`src/hw/rtl/assert_macros.svh`:
```
// assertion helpers for the rtl
`ifndef ASSERT_MACROS_SVH
`define ASSERT_MACROS_SVH
`ifndef SYNTH
// property holds on every clock edge out of reset
`define CTS_ASSERT(lbl, clk, rstn, prop, msg) \
    lbl: assert property (@(posedge clk) disable iff (!rstn) prop) else $error(msg);
// expression never true out of reset
`define CTS_NEVER(lbl, clk, rstn, expr, msg) \
    lbl: assert property (@(posedge clk) disable iff (!rstn) !(expr)) else $error(msg);
`else
`define CTS_ASSERT(lbl, clk, rstn, prop, msg)
`define CTS_NEVER(lbl, clk, rstn, expr, msg)
`endif
`endif

```
`src/hw/rtl/ctsched_pkg.sv`:
```
// ----------------------------------------------------------------------------
// ctsched_pkg
// Types and codes shared by the tick scheduler modules.
// ----------------------------------------------------------------------------
`default_nettype none

package ctsched_pkg;

    localparam logic KIND_LOAD = 1'b0;
    localparam logic KIND_TICK = 1'b1;

    localparam int CFG_IDX_W  = 2;
    localparam int CFG_DATA_W = 8;
    localparam logic [CFG_IDX_W-1:0] CFG_RR_MODE = 2'd0;
    localparam logic [CFG_IDX_W-1:0] CFG_QUANTUM = 2'd1;
    localparam logic [CFG_IDX_W-1:0] CFG_IO_MAX  = 2'd2;

    typedef struct packed {
        logic        kind;
        logic [15:0] run_time;
        logic [15:0] block_prob;
        logic [15:0] block_roll;
        logic [15:0] split_roll;
        logic [15:0] io_roll;
    } t_item;

    typedef struct packed {
        logic        load_error;
        logic        cpu_was_busy;
        logic        io_was_busy;
        logic        done_valid;
        logic [5:0]  done_id;
        logic [31:0] done_time;
        logic [15:0] done_dispatches;
        logic [15:0] done_io_blocks;
        logic [23:0] done_io_time;
        logic [31:0] tick_now;
        logic        all_finished;
    } t_res;

    // one entry of the process table
    typedef struct packed {
        logic [15:0] cpu_left;
        logic [15:0] block_chance;
        logic [7:0]  io_left;
        logic [15:0] dispatch_count;
        logic [15:0] io_block_count;
        logic [23:0] io_total;
    } t_proc;

    typedef enum logic [3:0] {
        OP_NONE,
        OP_TAKE,
        OP_LOAD,
        OP_DISP,
        OP_RUNRD,
        OP_CLATCH,
        OP_CFIX,
        OP_CEXEC,
        OP_IOCHK,
        OP_IOPOP,
        OP_IOSRD,
        OP_ILATCH,
        OP_IFIX,
        OP_ISERVE,
        OP_FIN
    } t_op;

    typedef struct packed {
        t_op op;
    } t_cmd;

    typedef struct packed {
        logic kind;
        logic run_valid;
        logic ready_nz;
        logic io_nz;
        logic io_valid;
        logic io_skip;
        logic div_busy;
        logic out_free;
    } t_stat;

endpackage

`default_nettype wire

```
`src/hw/rtl/ctsched_ctrl.sv`:
```
// ----------------------------------------------------------------------------
// ctsched_ctrl
// Sequencer for one request: load, or cpu step then io step of a tick.
// ----------------------------------------------------------------------------
`default_nettype none

module ctsched_ctrl (
    input  wire logic               i_clk,
    input  wire logic               i_rst_n,
    input  wire logic               i_in_valid,
    output logic                    o_in_ready,
    input  wire ctsched_pkg::t_stat i_stat,
    output ctsched_pkg::t_cmd       o_cmd
);
    import ctsched_pkg::*;

    typedef enum logic [15:0] {
        S_IDLE   = 16'h0001,
        S_DEC    = 16'h0002,
        S_LOAD   = 16'h0004,
        S_T0     = 16'h0008,
        S_DISP   = 16'h0010,
        S_RUNRD  = 16'h0020,
        S_CLATCH = 16'h0040,
        S_CWAIT  = 16'h0080,
        S_CEXEC  = 16'h0100,
        S_IOCHK  = 16'h0200,
        S_IOPOP  = 16'h0400,
        S_IOSRD  = 16'h0800,
        S_ILATCH = 16'h1000,
        S_IWAIT  = 16'h2000,
        S_ISERVE = 16'h4000,
        S_FIN    = 16'h8000
    } t_state;

    t_state r_state, n_state;

    assign o_in_ready = (r_state == S_IDLE);

    always_comb begin
        n_state  = r_state;
        o_cmd.op = OP_NONE;
        case (r_state)
            S_IDLE: begin
                if (i_in_valid) begin
                    o_cmd.op = OP_TAKE;
                    n_state  = S_DEC;
                end
            end
            S_DEC: n_state = (i_stat.kind == KIND_LOAD) ? S_LOAD : S_T0;
            S_LOAD: begin
                o_cmd.op = OP_LOAD;
                n_state  = S_FIN;
            end
            S_T0: begin
                if (i_stat.run_valid) begin
                    n_state = S_RUNRD;
                end else if (i_stat.ready_nz) begin
                    n_state = S_DISP;
                end else begin
                    n_state = S_IOCHK;
                end
            end
            S_DISP: begin
                o_cmd.op = OP_DISP;
                n_state  = S_CLATCH;
            end
            S_RUNRD: begin
                o_cmd.op = OP_RUNRD;
                n_state  = S_CLATCH;
            end
            S_CLATCH: begin
                o_cmd.op = OP_CLATCH;
                n_state  = S_CWAIT;
            end
            S_CWAIT: begin
                if (!i_stat.div_busy) begin
                    o_cmd.op = OP_CFIX;
                    n_state  = S_CEXEC;
                end
            end
            S_CEXEC: begin
                o_cmd.op = OP_CEXEC;
                n_state  = S_IOCHK;
            end
            S_IOCHK: begin
                o_cmd.op = OP_IOCHK;
                if (!i_stat.io_nz && !i_stat.io_valid) begin
                    n_state = S_FIN;
                end else if (!i_stat.io_valid) begin
                    n_state = i_stat.io_skip ? S_FIN : S_IOPOP;
                end else begin
                    n_state = S_IOSRD;
                end
            end
            S_IOPOP: begin
                o_cmd.op = OP_IOPOP;
                n_state  = S_ILATCH;
            end
            S_IOSRD: begin
                o_cmd.op = OP_IOSRD;
                n_state  = S_ILATCH;
            end
            S_ILATCH: begin
                o_cmd.op = OP_ILATCH;
                n_state  = S_IWAIT;
            end
            S_IWAIT: begin
                if (!i_stat.div_busy) begin
                    o_cmd.op = OP_IFIX;
                    n_state  = S_ISERVE;
                end
            end
            S_ISERVE: begin
                o_cmd.op = OP_ISERVE;
                n_state  = S_FIN;
            end
            S_FIN: begin
                if (i_stat.out_free) begin
                    o_cmd.op = OP_FIN;
                    n_state  = S_IDLE;
                end
            end
            default: n_state = S_IDLE;
        endcase
    end

    always_ff @(posedge i_clk) begin
        if (!i_rst_n) begin
            r_state <= S_IDLE;
        end else begin
            r_state <= n_state;
        end
    end
endmodule

`default_nettype wire
```
`config.mk`:
```
export PLATFORM = sky130hd
export DESIGN_NAME = ctsched_ctrl
export DESIGN_NICKNAME = d
export VERILOG_FILES = /design/src/hw/rtl/assert_macros.svh /design/src/hw/rtl/ctsched_pkg.sv /design/src/hw/rtl/ctsched_ctrl.sv
export SDC_FILE = /design/constraint.sdc
export NUM_CORES = 1
export LEC_CHECK = 0
export ABC_AREA = 1
export CAP_MARGIN = 40
export CELL_PAD_IN_SITES_DETAIL_PLACEMENT = 1
export CELL_PAD_IN_SITES_GLOBAL_PLACEMENT = 1
export CORE_MARGIN = 2
export CORE_UTILIZATION = 42
export CTS_CLUSTER_DIAMETER = 100
export DETAILED_ROUTE_END_ITERATION = 6
export DONT_BUFFER_PORTS = 1
export HOLD_SLACK_MARGIN = 0.02
export PLACE_DENSITY_LB_ADDON = 0.12
export SLEW_MARGIN = 20
export SYNTH_ARGS = -nofsm -noshare
export SYNTH_HDL_FRONTEND = slang
export SYNTH_SLANG_ARGS = --single-unit
```
`constraint.sdc`:
```
create_clock -name i_clk -period 1.4 [get_ports i_clk]
set_input_delay 0.21 -clock i_clk [delete_from_list [all_inputs] [get_ports i_clk]]
set_output_delay 0.21 -clock i_clk [all_outputs]
set_load 0.05 [all_outputs]
```
==> results.md, run 1 <==
- Top cells by area, synth: dfxtp_1, nor2_1, nand2_1, inv_1, nand3_1
- Die Y: 53.6 um
- Seq cells post-synth: 16
- Synth area leader: dfxtp_1
- CTS Root Cell: clkbuf_4
- Status: aborted with a tool error
- Gpl congestion: 0.892
- Clock Tree Buf Depth: 2
- Die width: between 50 and 60 um
- EDFF count, synth: 0
- Post-CTS setup buffers: 5
- Err: [ERROR DPL-0033] detailed placement checks failed during check placement.
- CTS buffer count: 3
- Initial Utilization: 45.5%
- Most common cell in the netlist: nor2_1
- Ports: 16
- Synthesized area: 1030 um2
- Post-synthesis async set-or-reset flop share: 0%
- H-tree depth: 1
- Failed at: clock tree synthesis
- Post-CTS resize count: 38
- Synth top cells by count: nor2_1, nand2_1, inv_1
- Most used flip-flop cell after synthesis: dfxtp_1
- # hold bufs at CTS: 5
- Yosys warnings: 0
- IO Port Bufs: 0
- Site row count: 17
- Sink Count: 16
- Post-synthesis sequential area ratio: 31.0%
- Synth top area share: 31.0%
- Post-synthesis net count: 171
- Avg Cell Area, Syn: 6.47 um2
- Distinct cells, synth: 25
- Hpwl dp: 3490 um
- Cells after synthesis: 160
logic make-up after synthesis:
| family | after synthesis | synth area share [%] |
|---|---|---|
| compound gates | 12 | 7.01 |
| buf+inv | 22 | 9.43 |
| flops | 16 | 31.0 |
| simple gates | 110 | 52.6 |
metrics by stage:
stage / hold WS, ns / setup slack, ns / cells / TNS (ns) / cell area, um2
2_1_floorplan: 0.279 / -0.372 / 160 / -0.954 / 1080
3_3_place_gp: 0.281 / -0.213 / 230 / -1.29 / 1480
3_5_place_dp: 0.282 / -0.406 / 230 / -2.79 / 1480
==> inputs of run 2 (changes only) <==
- CELL_PAD_IN_SITES_DETAIL_PLACEMENT: 1 -> not set
- CELL_PAD_IN_SITES_GLOBAL_PLACEMENT: 1 -> not set
- CORE_AREA: not set -> 2 2 63 65
- CORE_MARGIN: 2 -> not set
- CORE_UTILIZATION: 42 -> not set
- CTS_CLUSTER_DIAMETER: 100 -> not set
- DIE_AREA: not set -> 0 0 65 67
- HOLD_SLACK_MARGIN: 0.02 -> not set
- PLACE_DENSITY_LB_ADDON: 0.12 -> 0.15
==> run 2 against run 1 <==
  * Synthesized cell count unchanged
  * Area after synthesis unchanged
  * The flow now finishes, with violations (setup timing)
==> results.md, run 2 <==
- Tot GR Track Use: 15.4%
- Post-synthesis sequential area ratio: 31.0% (unchanged)
- Distinct cells, synth: 25 (unchanged)
- Tcrit/Tclk final: 134%
- Leakage power: 0.864 nW
- Status: finished, violations left
- Hpwl dp: 2340 um (-33%)
- Area growth from synthesis to layout: 79.9%
- R2r setup slk: -0.30 ns
- Die width: 65 um (+21%)
- Final hold viol count: 0
- Synth top area share: 31.0% (unchanged)
- Reg clk slew, reported paths: 0.07 ns
- First-pass GRT wire length: 5130 um
- Cells after synthesis: 160 (unchanged)
- Synthesized area: 1030 um2 (unchanged)
- Post-synthesis async set-or-reset flop share: 0% (unchanged)
- RSZ-0062 raised after global routing: true
- Iteration-0 DRC Markers: 28
- Site row count: 22 (+5)
- Critical Path Source Type: flip-flop
- Seq cells post-synth: 16 (unchanged)
- Internal power: 975 uW
- Sw frac: 34.2%
- Top Registers: r_state x16
- Fmax: 0.534 GHz
- Initial Utilization: 28.7% (-17 points)
- Post-synthesis net count: 171 (unchanged)
- Failing checks: setup timing
- Antenna Nets Post-Route: 0
- Worst skew pair latency: 0.25 ns
- Pins Over Slew Limit: 0
- Hold Slack: approximately 0.009 ns
- Max cap viols: 0
- Wire length per cell: 12.0 um
- Vias per inst: 4.59
- Relative slew slack: between 50% and 60%
- Largest net degree at the start of global routing: 14
- IO Port Bufs: 0 (unchanged)
- Die Y: 67 um (+25%)
- Power density over cell area: 796 nW/um2
- Initial antenna violation count: 0
- Post-route cell area: 1860 um2
- Hold crit path type: in2reg
- Biggest register: r_state
- H-tree depth: 1 (unchanged)
- WS Path Type: reg2out
- Sink Count: 16 (unchanged)
- Clock Tree Buf Depth: 2 (unchanged)
- CTS Root Cell: clkbuf_8
- Drt total wl: 3170 um
- Most common cell in the netlist: nor2_1
- Synth top cells by count: nor2_1, nand2_1, inv_1
- Post-Layout Cell Count: around 260
- Worst-margin pin slew: 0.680 ns
- CP Max Fanout: 6
- Placed cells: 249 (+8.3%)
- Gpl congestion: 0.834 (-6.6%)
- GRT overflow: 0
- Seq pwr share: 33.1%
- Commonest non-fill, non-tap cell in the layout: buf_4
- Largest register FFs: 16
- Worst EP required: between 1 and 1.5 ns
- Synth area leader: dfxtp_1
- Most frequent cells in the layout: buf_4, nor2_1, inv_1, nand2_1
- Core area: between 3000 and 4000 um2
- Sw power: 508 uW
- Ports: 16 (unchanged)
- Minimum clock period: 1.87 ns
- Avg Cell Area, Syn: 6.47 um2 (unchanged)
- Die ar.: about 4400 um2
- Layout Skew: about 0.0034 ns
- EDFF count, synth: 0 (unchanged)
- # hold bufs at CTS: 0 (-5)
- DRC: 0
- Yosys warnings: 0 (unchanged)
- DR vias: 1213
- Comb pwr share: 42.7%
- Fillers: 343
- Worst vdd ir: 464 uV
- Antenna cells: 0
- Clock power frac: 24.2%
- Top cells by area, synth: dfxtp_1, nor2_1, nand2_1, inv_1, nand3_1
- CTS tree: built
- Final setup margin: -0.474 ns
- Layout cells sized above 1: between 50% and 60%
- Crit path DAT: approximately 1.7 ns
- Final setup vio count: 14
- Most used flip-flop cell after synthesis: dfxtp_1
- Pre-antenna DRT Iters: 4
- CTS buffer count: 3 (unchanged)
- Final nets: 229
- Dpl cell area: 1480 um2 (+0.34%)
- Critical Path Sink Type: primary output
- Vias in the first global route: 1185
run 2: cell counts after synthesis:
Identical to the previous run, type by type.
run 2: final timing paths:
kind                    start     endpoint  cells after the start
hold reg to reg   r_state[14]  r_state[13]                      5
setup reg to reg  r_state[14]  r_state[15]                     10
hold / removal      i_stat[2]  r_state[10]                      1
setup / recovery   r_state[7]     o_cmd[3]                      8
run 2: power groups by stage:
| stage | Sequential, mW | Combinational (mW) | Clock [mW] |
|---|---|---|---|
| finish | 0.490 | 0.633 | 0.359 |
| global route | 0.492 | 0.677 | 0.379 |
| CTS | 0.488 | 0.580 | 0.362 |
| detailed placement | 0.492 | 0.438 | 0 |
| global placement | 0.491 | 0.432 | 0 |
| floorplan | 0.491 | 0.264 | 0 |
run 2: cell families (layout without fill, tap and decap cells):
group | Yosys count | count (layout) | share of synthesized area (%)
buffers and inverters | 22 | 78 | 9.43
and+or+nand+nor | 110 | 110 | 52.6
AOI/OAI and AO/OA | 12 | 12 | 7.01
DFF | 16 | 16 | 31.0
run 2: what timing repair did:
item | 4_1_cts | 5_1_grt
endpoints found under the setup margin | 13 | 19
buffers inserted | 10 | 8
pin swaps | 8 | 19
gates resized for setup | 29 | 40
run 2: through the flow:
stage          total power, mW  setup slack, ns  setup TNS, ns  utilization, %
2_1_floorplan            0.755           -0.372         -0.954               -
3_3_place_gp             0.922           -0.216          -1.22            41.1
3_5_place_dp             0.930           -0.237          -1.53            41.1
4_1_cts                   1.43           -0.460          -2.93            47.2
5_1_grt                   1.55           -0.543          -4.80            51.6
6_report                  1.48           -0.474          -3.36            51.6
run 2: routing by layer:
metal	up-vias	global-route usage, %	part of all wire [%]
met4	0	3.99	1.1
met2	15	27.2	51
met3	4	2.53	3.8
li1	626	-	-
met5	-	0	0
met1	568	19.5	44
run 2: cell type report:
class | instances | area [um2] | area share (%)
multi-input cells | 122 | 838 | 45.0
repair buffers | 56 | 510 | 27.4
flip-flops and latches | 16 | 337 | 18.1
inverters | 19 | 75.1 | 4.03
well taps | 48 | 60.1 | 3.23
clock buffers | 3 | 41.3 | 2.22
run 2: critical path, stage by stage, from the launching register on:
cell	delay, ns
dfxtp_2	0.34
nor2_4	0.13
nand2_4	0.07
nor2_4	0.23
buf_6	0.15
nand2_4	0.04
o211a_1	0.16
nand4_1	0.15
buf_12	0.15
Note: power is estimated with default switching activity, not from simulation.
==> inputs of run 3 (changes only) <==
- CTS_BUF_LIST: not set -> sky130_fd_sc_hd__clkbuf_16
==> run 3 against run 2 <==
  * The run still ends with setup timing left
  * Sequential share of layout area fell by 0.15 points
  * Non-clock buffer count stayed put
  * Clock skew barely moved
  * Wire length grew 0.82%
  * Sequential cell count did not move
  * Hold slack improved by 0.0092 ns
  * Clock power is 55% higher
  * Maximum frequency is 0.19% lower
  * Sequential power about the same
==> results.md, run 3 (synthesis gave the netlist of run 2 again) <==
- IO Port Bufs: 0 (unchanged)
- Initial antenna violation count: 0 (unchanged)
- Site row count: 22 (unchanged)
- Area growth from synthesis to layout: 80.8%
- Die Y: 67 um (unchanged)
- Highest-delay cell along the critical path: dfxtp_1
- Final setup vio count: 11 (-3)
- Vias per inst: 4.59 (-0.16%)
- WS Path Type: reg2out
- H-tree depth: 1 (unchanged)
- Relative slew slack: 56.1% (+1.5 points)
- Tot GR Track Use: 15.4% (-0.036 points)
- Worst-path cell chain: nor2_4 -> buf_4 -> nand3_1 -> nor2_2 -> nand2_4 -> clkinvlp_4 -> a21oi_2 -> nand4_1 -> buf_12
- Antenna Nets Post-Route: 0 (unchanged)
- Worst EP required: 1.19 ns (about the same)
- Die ar.: 4360 um2 (unchanged)
- First-pass GRT wire length: 5150 um (+0.41%)
- Largest register FFs: 16 (unchanged)
- Most frequent cells in the layout: buf_4, nor2_1, inv_1, nand2_1, nand2_2
- Worst skew pair latency: 0.25 ns (about the same)
- CP Max Fanout: 2 (-4)
- Layout cells sized above 1: 60.2% (+0.93 points)
- Hold crit path type: in2reg
- Ports: 16 (unchanged)
- Reg clk slew, reported paths: 0.05 ns (-0.02 ns)
- CTS buffer count: 3 (unchanged)
- Hpwl dp: 2340 um (unchanged)
- Layout Skew: 0.00323 ns (-0.000140 ns)
- Power density over cell area: 896 nW/um2 (+13%)
- Final hold viol count: 0 (unchanged)
- Crit path DAT: 1.67 ns (about the same)
- Fmax: 0.533 GHz (-0.19%)
- DRC: 0 (unchanged)
- Clock Tree Buf Depth: 2 (unchanged)
- Status: finished, violations left
- GRT overflow: 0 (unchanged)
- DR vias: 1211 (-0.16%)
- Failing checks: setup timing
- Antenna cells: 0 (unchanged)
- CTS Root Cell: clkbuf_16
- Tcrit/Tclk final: 134% (+0.26 points)
- Gpl congestion: 0.834 (unchanged)
- Iteration-0 DRC Markers: 29 (+3.6%)
- Crit path max-delay family: buffers and inverters
- DP Worst Slack: -0.237 ns (unchanged)
- Tot Pwr: 1.68 mW (+13%)
- Fillers: 343 (unchanged)
- Final nets: 229 (unchanged)
- Critical Path Sink Type: primary output
- Critical Path Source Type: flip-flop
- Commonest non-fill, non-tap cell in the layout: buf_4
- Leakage power: 0.874 nW (+1.2%)
- Pre-antenna DRT Iters: 4 (unchanged)
- Drt total wl: 3200 um (+0.82%)
- Worst path bufs/invs: 3 (+1)
- CP peak stage delay: 0.38 ns (+0.04 ns)
- Vias in the first global route: 1181 (-0.34%)
- Core area: 3610 um2 (unchanged)
- Die width: 65 um (unchanged)
- Pins Over Slew Limit: 0 (unchanged)
- Worst vdd ir: 520 uV (+12%)
- Largest net degree at the start of global routing: 14 (unchanged)
- Top Registers: r_state x16
- Worst-margin pin slew: 0.658 ns (-0.0219 ns)
- Final setup margin: -0.477 ns (-0.00357 ns)
- CTS tree: built
- Initial Utilization: 28.7% (unchanged)
- Minimum clock period: 1.88 ns (+0.00357 ns)
- RSZ-0062 raised after global routing: true
- Biggest register: r_state
- Sink Count: 16 (unchanged)
- Max cap viols: 0 (unchanged)
- Wire length per cell: 12.1 um (+0.82%)
run 3: changes by cell type in the layout (fill, tap and decap cells not counted):
cell	delta
nor4_2	+1
clkbuf_16	+3
dfxtp_2	-1
clkbuf_8	-3
nor2_1	-3
buf_6	-2
buf_4	+2
nor4_4	-1
nor2_2	+3
nand3_4	-2
nand3_2	+2
dfxtp_1	+1
run 3: worst register-to-register path: stages, from the launching register on:
cell     delay, ns
dfxtp_2       0.33
nor2_4        0.15
nand2_4       0.09
nor2_4        0.25
buf_4         0.16
buf_6         0.09
nand3_2       0.09
nand2_2       0.11
nor2_1        0.05
nand3_1       0.11
nand2_2       0.08
nor2_2        0.12
run 3: cell type report:
class | count | area, um2 | share of cell area, %
multi-input combinational | 122 | 822 | 43.9
timing repair buffer | 56 | 503 | 26.9
sequential | 16 | 335 | 17.9
clock buffer | 3 | 75.1 | 4.01
inverter | 19 | 75.1 | 4.01
tap | 48 | 60.1 | 3.21
run 3: routing by layer:
metal  global-route usage [%]  vias to the layer above  wire [um]  share of wire, %
met5                        0                        -          0                 0
met4                     3.99                        0         57               1.8
met3                     2.53                        7        114               3.6
met2                     26.9                       15       1610                50
met1                     19.6                      561       1420                44
li1                         -                      628          -                 -
run 3: through the flow:
step	cell area, um2	cells	setup TNS, ns	utilization, %	hold slack (ns)
finish	1870	264	-3.20	51.9	0.0183
global route	1870	264	-4.43	51.9	0.0123
CTS	1740	262	-2.86	48.2	0.0164
detailed placement	1480	249	-1.53	41.1	0.283
global placement	1480	249	-1.22	41.1	0.279
floorplan	1080	160	-0.954	-	0.279
run 3: power by group:
part / switching (mW) / internal, mW / total [mW]
combinational: 0.317 / 0.311 / 0.629
clock: 0.181 / 0.375 / 0.557
sequential: 0.0156 / 0.475 / 0.491
total: 0.514 / 1.16 / 1.68
run 3: path summary, 6_finish.rpt:
path / cells after the start / to / from / slack, ns
hold / removal: 1 / r_state[10] / i_stat[2] / 0.02
setup reg to reg: 11 / r_state[15] / r_state[14] / -0.30
hold reg to reg: 5 / r_state[13] / r_state[14] / 0.69
setup / recovery: 9 / o_cmd[0] / r_state[2] / -0.48
run 3: what timing repair did:
item                       4_1_cts  5_1_grt
setup endpoints to repair       13       19
pin swaps                        8       16
setup buffers                   10        4
hold buffers                     0        0
gates resized for setup         29       36
